`src/hdl/bcf_pkg.sv`:
```
// Shared types, constants and the alphabet lookup for the base32 code formatter.
package bcf_pkg;

  localparam int unsigned MAX_SYMS = 5;
  localparam logic [7:0] DASH_CHAR = 8'h2D;
  localparam logic [8*32-1:0] ALPHA_STR = "0123456789ABCDEFGHJKMNPQRSTVWXYZ";

  typedef enum logic {
    REG_GROUP_SIZE   = 1'b0,
    REG_APPEND_CHECK = 1'b1
  } cfg_reg_t;

  typedef struct packed {
    logic [2:0]                  cnt;
    logic                        last;
    logic [MAX_SYMS-1:0][4:0]    syms;
  } bcf_list_t;

  function automatic logic [7:0] alpha_char(input logic [4:0] sym);
    alpha_char = ALPHA_STR[{~sym, 3'b000} +: 8];
  endfunction

endpackage

```
`src/hdl/bcf_decode.sv`:
```
// Input word register, bit carry state and symbol list extraction.
module bcf_decode (
  input  logic              clk,
  input  logic              rst_n,
  input  logic              append_check,
  input  logic              in_tvalid,
  output logic              in_tready,
  input  logic [7:0]        data_byte,
  input  logic              last_byte,
  input  logic [9:0]        check_value,
  output logic              list_valid,
  input  logic              list_take,
  output bcf_pkg::bcf_list_t list
);
  import bcf_pkg::*;

  logic       item_valid_r, item_valid_nxt;
  logic [7:0] byte_r;
  logic       last_r;
  logic [9:0] check_r;
  logic [3:0] acc_r, acc_nxt;
  logic [2:0] pend_r, pend_nxt;

  logic        accept;
  logic [3:0]  n_full, n;
  logic [11:0] word;
  logic        two;
  logic [2:0]  rem;
  logic [4:0]  mask;
  logic [3:0]  keep;
  logic [4:0]  s0, s1, pad;
  logic [4:0][4:0] cand;
  logic [4:0]  en;

  assign in_tready  = !item_valid_r || list_take;
  assign accept     = in_tvalid && in_tready;
  assign list_valid = item_valid_r;

  always_comb begin
    n_full = {1'b0, pend_r} + 4'd8;
    n      = (n_full > 4'd12) ? 4'd12 : n_full;
    word   = {acc_r, byte_r};
    two    = (n >= 4'd10);
    s0     = 5'(word >> (n - 4'd5));
    s1     = 5'(word >> (n - 4'd10));
    rem    = two ? 3'(n - 4'd10) : 3'(n - 4'd5);
    mask   = (5'd1 << rem) - 5'd1;
    keep   = word[3:0] & mask[3:0];
    pad    = 5'({1'b0, keep} << (3'd5 - rem));
    cand   = {check_r[4:0], check_r[9:5], pad, s1, s0};
    en     = {last_r && append_check, last_r && append_check,
              last_r && (rem != 3'd0), two, 1'b1};
    list   = '0;
    list.last = last_r;
    for (int i = 0; i < MAX_SYMS; i++) begin
      if (en[i]) begin
        list.syms[list.cnt] = cand[i];
        list.cnt = list.cnt + 3'd1;
      end
    end
  end

  always_comb begin
    item_valid_nxt = item_valid_r;
    acc_nxt        = acc_r;
    pend_nxt       = pend_r;
    if (list_take) begin
      item_valid_nxt = 1'b0;
      acc_nxt        = last_r ? 4'd0 : keep;
      pend_nxt       = last_r ? 3'd0 : rem;
    end
    if (accept) begin
      item_valid_nxt = 1'b1;
    end
  end

  always_ff @(posedge clk) begin
    if (!rst_n) begin
      item_valid_r <= 1'b0;
      acc_r        <= '0;
      pend_r       <= '0;
    end else begin
      item_valid_r <= item_valid_nxt;
      acc_r        <= acc_nxt;
      pend_r       <= pend_nxt;
    end
  end

  always_ff @(posedge clk) begin
    if (accept) begin
      byte_r  <= data_byte;
      last_r  <= last_byte;
      check_r <= check_value;
    end
  end

endmodule

```
`src/hdl/bcf_emit.sv`:
```
// Symbol sequencer with dash insertion and the output word register.
module bcf_emit (
  input  logic              clk,
  input  logic              rst_n,
  input  logic [3:0]        group_size,
  input  logic              list_valid,
  output logic              list_take,
  input  bcf_pkg::bcf_list_t list,
  output logic              out_tvalid,
  input  logic              out_tready,
  output logic [7:0]        out_char,
  output logic              last_char
);
  import bcf_pkg::*;

  logic [MAX_SYMS-1:0][4:0] syms_r, syms_nxt;
  logic [2:0] rem_r, rem_nxt;
  logic       last_r, last_nxt;
  logic [3:0] gpos_r, gpos_nxt;
  logic       out_valid_r, out_valid_nxt;
  logic [7:0] out_char_r, out_char_nxt;
  logic       out_last_r, out_last_nxt;

  logic out_adv, busy, need_dash, emit_sym, final_sym;

  assign out_adv   = !out_valid_r || out_tready;
  assign busy      = (rem_r != 3'd0);
  assign need_dash = (group_size != 4'd0) && (gpos_r >= group_size);
  assign emit_sym  = out_adv && busy && !need_dash;
  assign final_sym = last_r && (rem_r == 3'd1);
  assign list_take = list_valid && (!busy || ((rem_r == 3'd1) && emit_sym));

  assign out_tvalid = out_valid_r;
  assign out_char   = out_char_r;
  assign last_char  = out_last_r;

  always_comb begin
    syms_nxt      = syms_r;
    rem_nxt       = rem_r;
    last_nxt      = last_r;
    gpos_nxt      = gpos_r;
    out_valid_nxt = out_valid_r;
    out_char_nxt  = out_char_r;
    out_last_nxt  = out_last_r;
    if (out_adv) begin
      out_valid_nxt = busy;
      if (busy && need_dash) begin
        out_char_nxt = DASH_CHAR;
        out_last_nxt = 1'b0;
        gpos_nxt     = 4'd0;
      end else if (busy) begin
        out_char_nxt = alpha_char(syms_r[0]);
        out_last_nxt = final_sym;
        if (final_sym) begin
          gpos_nxt = 4'd0;
        end else if (gpos_r != 4'd15) begin
          gpos_nxt = gpos_r + 4'd1;
        end
        syms_nxt = {5'd0, syms_r[MAX_SYMS-1:1]};
        rem_nxt  = rem_r - 3'd1;
      end
    end
    if (list_take) begin
      syms_nxt = list.syms;
      rem_nxt  = list.cnt;
      last_nxt = list.last;
    end
  end

  always_ff @(posedge clk) begin
    if (!rst_n) begin
      rem_r       <= '0;
      last_r      <= 1'b0;
      gpos_r      <= '0;
      out_valid_r <= 1'b0;
    end else begin
      rem_r       <= rem_nxt;
      last_r      <= last_nxt;
      gpos_r      <= gpos_nxt;
      out_valid_r <= out_valid_nxt;
    end
  end

  always_ff @(posedge clk) begin
    syms_r     <= syms_nxt;
    out_char_r <= out_char_nxt;
    out_last_r <= out_last_nxt;
  end

endmodule

```
`src/hdl/base32_code_formatter_unit.sv`:
```
// Top level of the base32 code formatter: config registers, decode and emit stages.
//
//   channel | dir | words                     | accept
//   in_*    | in  | one secret byte           | in_tvalid && in_tready
//   out_*   | out | one ASCII character       | out_tvalid && out_tready
//   cfg_*   | in  | register write, no wait   | cfg_we
//
// The output register delivers one character per cycle while out_tready is high; a byte
// yields 1 to 10 characters, one per symbol and dash it produces, typically about two.
// The input register takes the next byte while the previous one is still emitted.
// Reset is synchronous: clears state, group_size to 6, append_check to 1.
// A low out_tready holds the output word; input stalls once the byte register is full.
module base32_code_formatter_unit (
  input  logic        clk,
  input  logic        rst_n,
  input  logic        in_tvalid,
  output logic        in_tready,
  input  logic [23:0] in_tdata,   // [7:0] data_byte, [17:8] check_value, [23:18] zero
  input  logic        in_tlast,
  output logic        out_tvalid,
  input  logic        out_tready,
  output logic [7:0]  out_tdata,  // [7:0] out_char
  output logic        out_tlast,
  input  logic        cfg_we,
  input  logic        cfg_addr,
  input  logic [3:0]  cfg_wdata
);
  import bcf_pkg::*;

  logic [3:0] group_size_r, group_size_nxt;
  logic       append_check_r, append_check_nxt;
  logic       list_valid, list_take;
  bcf_list_t  list;

  always_comb begin
    group_size_nxt   = group_size_r;
    append_check_nxt = append_check_r;
    if (cfg_we) begin
      unique case (cfg_addr)
        REG_GROUP_SIZE:   group_size_nxt   = cfg_wdata;
        REG_APPEND_CHECK: append_check_nxt = cfg_wdata[0];
        default: ;
      endcase
    end
  end

  always_ff @(posedge clk) begin
    if (!rst_n) begin
      group_size_r   <= 4'd6;
      append_check_r <= 1'b1;
    end else begin
      group_size_r   <= group_size_nxt;
      append_check_r <= append_check_nxt;
    end
  end

  bcf_decode u_decode (
    .clk          (clk),
    .rst_n        (rst_n),
    .append_check (append_check_r),
    .in_tvalid    (in_tvalid),
    .in_tready    (in_tready),
    .data_byte    (in_tdata[7:0]),
    .last_byte    (in_tlast),
    .check_value  (in_tdata[17:8]),
    .list_valid   (list_valid),
    .list_take    (list_take),
    .list         (list)
  );

  bcf_emit u_emit (
    .clk        (clk),
    .rst_n      (rst_n),
    .group_size (group_size_r),
    .list_valid (list_valid),
    .list_take  (list_take),
    .list       (list),
    .out_tvalid (out_tvalid),
    .out_tready (out_tready),
    .out_char   (out_tdata),
    .last_char  (out_tlast)
  );

  a_last_not_dash: assert property (@(posedge clk) disable iff (!rst_n)
    out_tvalid && out_tlast |-> out_tdata != DASH_CHAR)
    else $error("final character is a dash");

  a_no_double_dash: assert property (@(posedge clk) disable iff (!rst_n)
    out_tvalid && out_tready && out_tdata == DASH_CHAR
      |=> !(out_tvalid && out_tdata == DASH_CHAR))
    else $error("two dashes in a row");

  a_list_nonempty: assert property (@(posedge clk) disable iff (!rst_n)
    list_valid |-> list.cnt != 3'd0)
    else $error("byte decoded to no symbols");

  a_reset_idle: assert property (@(posedge clk)
    !rst_n |=> !out_tvalid)
    else $error("output valid after reset");

endmodule
```
`config.mk`:
```
export PLATFORM = sky130hd
export DESIGN_NAME = base32_code_formatter_unit
export DESIGN_NICKNAME = d
export VERILOG_FILES = /design/src/hdl/bcf_pkg.sv /design/src/hdl/bcf_decode.sv /design/src/hdl/bcf_emit.sv /design/src/hdl/base32_code_formatter_unit.sv
export SDC_FILE = /design/constraint.sdc
export NUM_CORES = 1
export LEC_CHECK = 0
export ABC_AREA = 0
export BUFFER_PORTS_ARGS = -buffer_cell sky130_fd_sc_hd__buf_4
export CAP_MARGIN = 20
export CORE_ASPECT_RATIO = 0.9
export CORE_MARGIN = 2
export CORE_UTILIZATION = 59
export CTS_CLUSTER_SIZE = 20
export DETAILED_ROUTE_END_ITERATION = 12
export PLACE_DENSITY = 0.8
export SYNTH_ARGS = -nofsm -noshare
export SYNTH_HDL_FRONTEND = slang
export SYNTH_SLANG_ARGS = --single-unit
```
`constraint.sdc`:
```
create_clock -name clk -period 3.8 [get_ports clk]
set_input_delay 0.76 -clock clk [delete_from_list [all_inputs] [get_ports clk]]
set_output_delay 0.76 -clock clk [all_outputs]
set_load 0.005 [all_outputs]
```
==> metrics.md <==
| Metric | Value |
|---|---|
| Final period utilization | `80.6%` |
| Headroom to the max-slew limit | `38.0%` |
| Number of global-route vias before repair | `3,138` |
| Share of flip-flops with an asynchronous set or reset | `0%` |
| CTS Buf Count | `9` |
| 1st-pass router iterations | `6` |
| Starting Density | `around 61%` |
| Area of the multi-input gates | `0.00205 mm²` |
| Top cell type's share of synthesized area | `36.7%` |
| Cell type with the largest total area after synthesis | `edfxtp_1` |
| Cell Area, Synth | `between 0.004 and 0.005 mm²` |
| Worst slew pin tran | `a little over 0.9 ns` |
| Global-route wire length before repair | `roughly 15,000 µm` |
| CTS tree | `built` |
| Number of port buffers | `38` |
| Hold_ws | `between 0.4 and 0.5 ns` |
| Clk Latency, worst-skew pair | `0.34 ns` |
| RSZ-0062 raised after global routing | `no` |
| Worst VDD drop | `approximately 0.00033 V` |
| CTS sink count | `74` |
| Mapped Cells | `427` |
| Main synth FF type | `edfxtp_1` |
| DP Area | `0.00459 mm²` |
| Pins Over Slew Limit | `0` |
| Final Hold Viols | `0` |
| Synth cell types | `58` |
| Pwr Density | `roughly 690 mW/mm²` |
| Total setup buffers inserted after CTS | `0` |
| Vias/cell | `5.95` |
| Syn Nets | `480` |
| Post-cts sizing count | `0` |
| Final worst setup slack | `0.738 ns` |
| All-Layer GR Usage | `a little under a quarter` |
| Finished Cell Area | `approximately 0.0048 mm²` |
| H-tree depth | `3` |
| Sequential-to-total area share from yosys stat | `47.1%` |
| Gpl congestion | `0.958` |
| Die Ht | `roughly 85 µm` |
| Clk_skew | `about 0.005 ns` |
| Row cnt | `29` |
| Max incr delay on CP | `between 0.6 and 0.7 ns` |
| Final ANT Viol Nets | `0` |
| Max Root-Sink Buffers | `2` |
| #FFs+latches synth | `74` |
| Crit path arrival time | `3.12 ns` |
| P_leak | `0.00187 µW` |
| Max FO, Critical Path | `9` |
| Drt wl/cell | `about 16 µm` |
| Root buffer cell | `clkbuf_8` |
| IO Count | `46` |
| Fmax | `0.327 GHz` |
| Starting DRT DRC Count | `366` |
| CORE AREA | `0.00700 mm²` |
| Avg Cell Area, Syn | `9.95 µm²` |
| Worst hold path class | `reg2reg` |
| Register Area | `~0.0020 mm²` |
| Minimum clock period | `3.06 ns` |
| Fill cells | `between 500 and 600` |
| CP max-delay cell | `fa_1` |
| Pin count of the biggest net entering global routing | `26` |
| Nets | `510` |
| Total gr overflow | `0` |
| Initial antenna violation count | `0` |
| DP HPWL | `6340 µm` |
| Register clock-pin slew on the reported worst setup and hold paths | `0.08 ns` |
| Post-route DRC | `0` |
| MaxCap Viol Count | `0` |
| Synth-to-Final Area Change | `12.8%` |
| Number of synthesized flops with an enable pin | `52` |
| CP Cell Sequence | `nand2b_1 > o21ai_0 > inv_1 > fa_1 > nand2_1 > nor3_1 > a21oi_1 > a22oi_1 > o21ai_0` |
| Die footprint | `just under 0.008 mm²` |
| Critical Path End Type | `register` |
| Routed via count | `approximately 3,300` |
| Dominant cells by area after synthesis | `edfxtp_1 37%, dfxtp_1 10%, nand2_1 5.0%` |
| Ant. Diodes | `0` |
| Critical path type | `reg2reg` |
| Most common library cells after synthesis | `57 x nand2_1, 52 x edfxtp_1, 34 x nor2_1, 27 x o21ai_0, 22 x dfxtp_1` |
| Total Wirelength | `about 8700 µm` |
| Status | `complete, no violations` |
| Synth warn | `0` |
| Type of origin of the critical path | `register` |
| Critical Path RT | `3.86 ns` |
| Hold_buf cts | `0` |
| Proportion of layout cells with a drive suffix above 1 | `17.5%` |
| Die Width | `93.5 µm` |
| Setup_tns | `0 ns` |
| Pre-CTS setup slack | `0.841 ns` |
| Most frequent cell after synthesis | `nand2_1` |
| Top cell by count, worst path | `o21ai_0` |
| Final setup vio count | `0` |
[path summary, 6_finish.rpt]
check	startpoint	endpoint	slack (ns)	cells past startpoint
max	u_decode.pend_r[2]$_SDFFE_PN0P_	u_emit.syms_r[13]$_DFFE_PP_	0.74	9
min	u_decode.acc_r[3]$_SDFFE_PN0P_	u_decode.acc_r[3]$_SDFFE_PN0P_	0.47	2
max reg2reg	u_decode.pend_r[2]$_SDFFE_PN0P_	u_emit.syms_r[13]$_DFFE_PP_	0.74	9
min reg2reg	u_decode.acc_r[3]$_SDFFE_PN0P_	u_decode.acc_r[3]$_SDFFE_PN0P_	0.47	2
[worst max-delay path: cells and delay by family (launching register included)]
kind / cells / cell delay, ns
fa+ha+maj: 1 / 0.66
buf+inv: 1 / 0.17
simple gates: 3 / 0.91
flops: 1 / 0.41
compound gates: 4 / 0.64
[area by class of cell]
class,instances,area share [%]
repair buffers,45,7.05
clock buffers,9,2.58
inverters,21,1.64
well taps,93,2.43
multi-input cells,306,42.8
flip-flops and latches,74,41.8
clock inverters,7,1.75
[where the power goes]
| part | internal [µW] | switching, µW |
|---|---|---|
| combinational | 524 | 718 |
| clock | 362 | 284 |
| sequential | 1250 | 184 |
| total | 2130 | 1190 |
[kinds of logic after synthesis]
group	count (synthesis)	synth area share (%)
compound gates	115	18.6
xor+xnor	3	0.618
fa+ha+maj	18	5.48
buf+inv	47	4.62
flops	74	47.1
mux	17	5.86
other cells	1	0.0882
simple gates	152	17.7
[routing by layer]
layer	part of all wire, %	vias to the layer above	wire (µm)	track usage (%)
met5	0	-	0	0
met4	1.4	0	125	6.82
met3	7.0	16	611	5.12
met2	46	125	3990	35.8
met1	46	1538	3980	35.1
li1	-	1623	-	-
[per-stage QoR]
step / power (µW) / cells / utilization, %
after floorplan: 2320 / 427 / -
after global placement: 2610 / 539 / 65.5
after detailed placement: 2680 / 539 / 65.5
after CTS: 3320 / 555 / 68.5
after global routing: 3560 / 555 / 68.5
final: 3320 / 555 / 68.5
[layout by cell type (no fill, tap or decap), drive strengths merged, types with 9 or more instances in the layout]
master  netlist  final
nand3        11     11
nand2        57     57
o31ai        15     15
nor2b        14     14
a21oi        20     20
clkbuf       16      9
a21boi        9      9
inv          21     21
nor2         34     34
o21ai        28     28
buf          10     45
dfxtp        22     22
ha           17     17
edfxtp       52     52
[sequential cells by signal, indices dropped and copies added (netlist names)]
| signal | count |
|---|---|
| u_decode.list_valid | 1 |
| u_decode.pend_r | 3 |
| u_emit.out_tvalid | 1 |
| u_decode.last_r | 1 |
| u_emit.gpos_r | 4 |
| u_decode.check_r | 10 |
| u_emit.rem_r | 3 |
| append_check_r | 1 |
| u_decode.acc_r | 4 |
| u_emit.last_char | 1 |
| u_emit.syms_r | 25 |
| u_emit.last_r | 1 |
| u_emit.out_char | 7 |
| u_decode.byte_r | 8 |
| group_size_r | 4 |
Note: power is estimated with default switching activity, not from simulation.
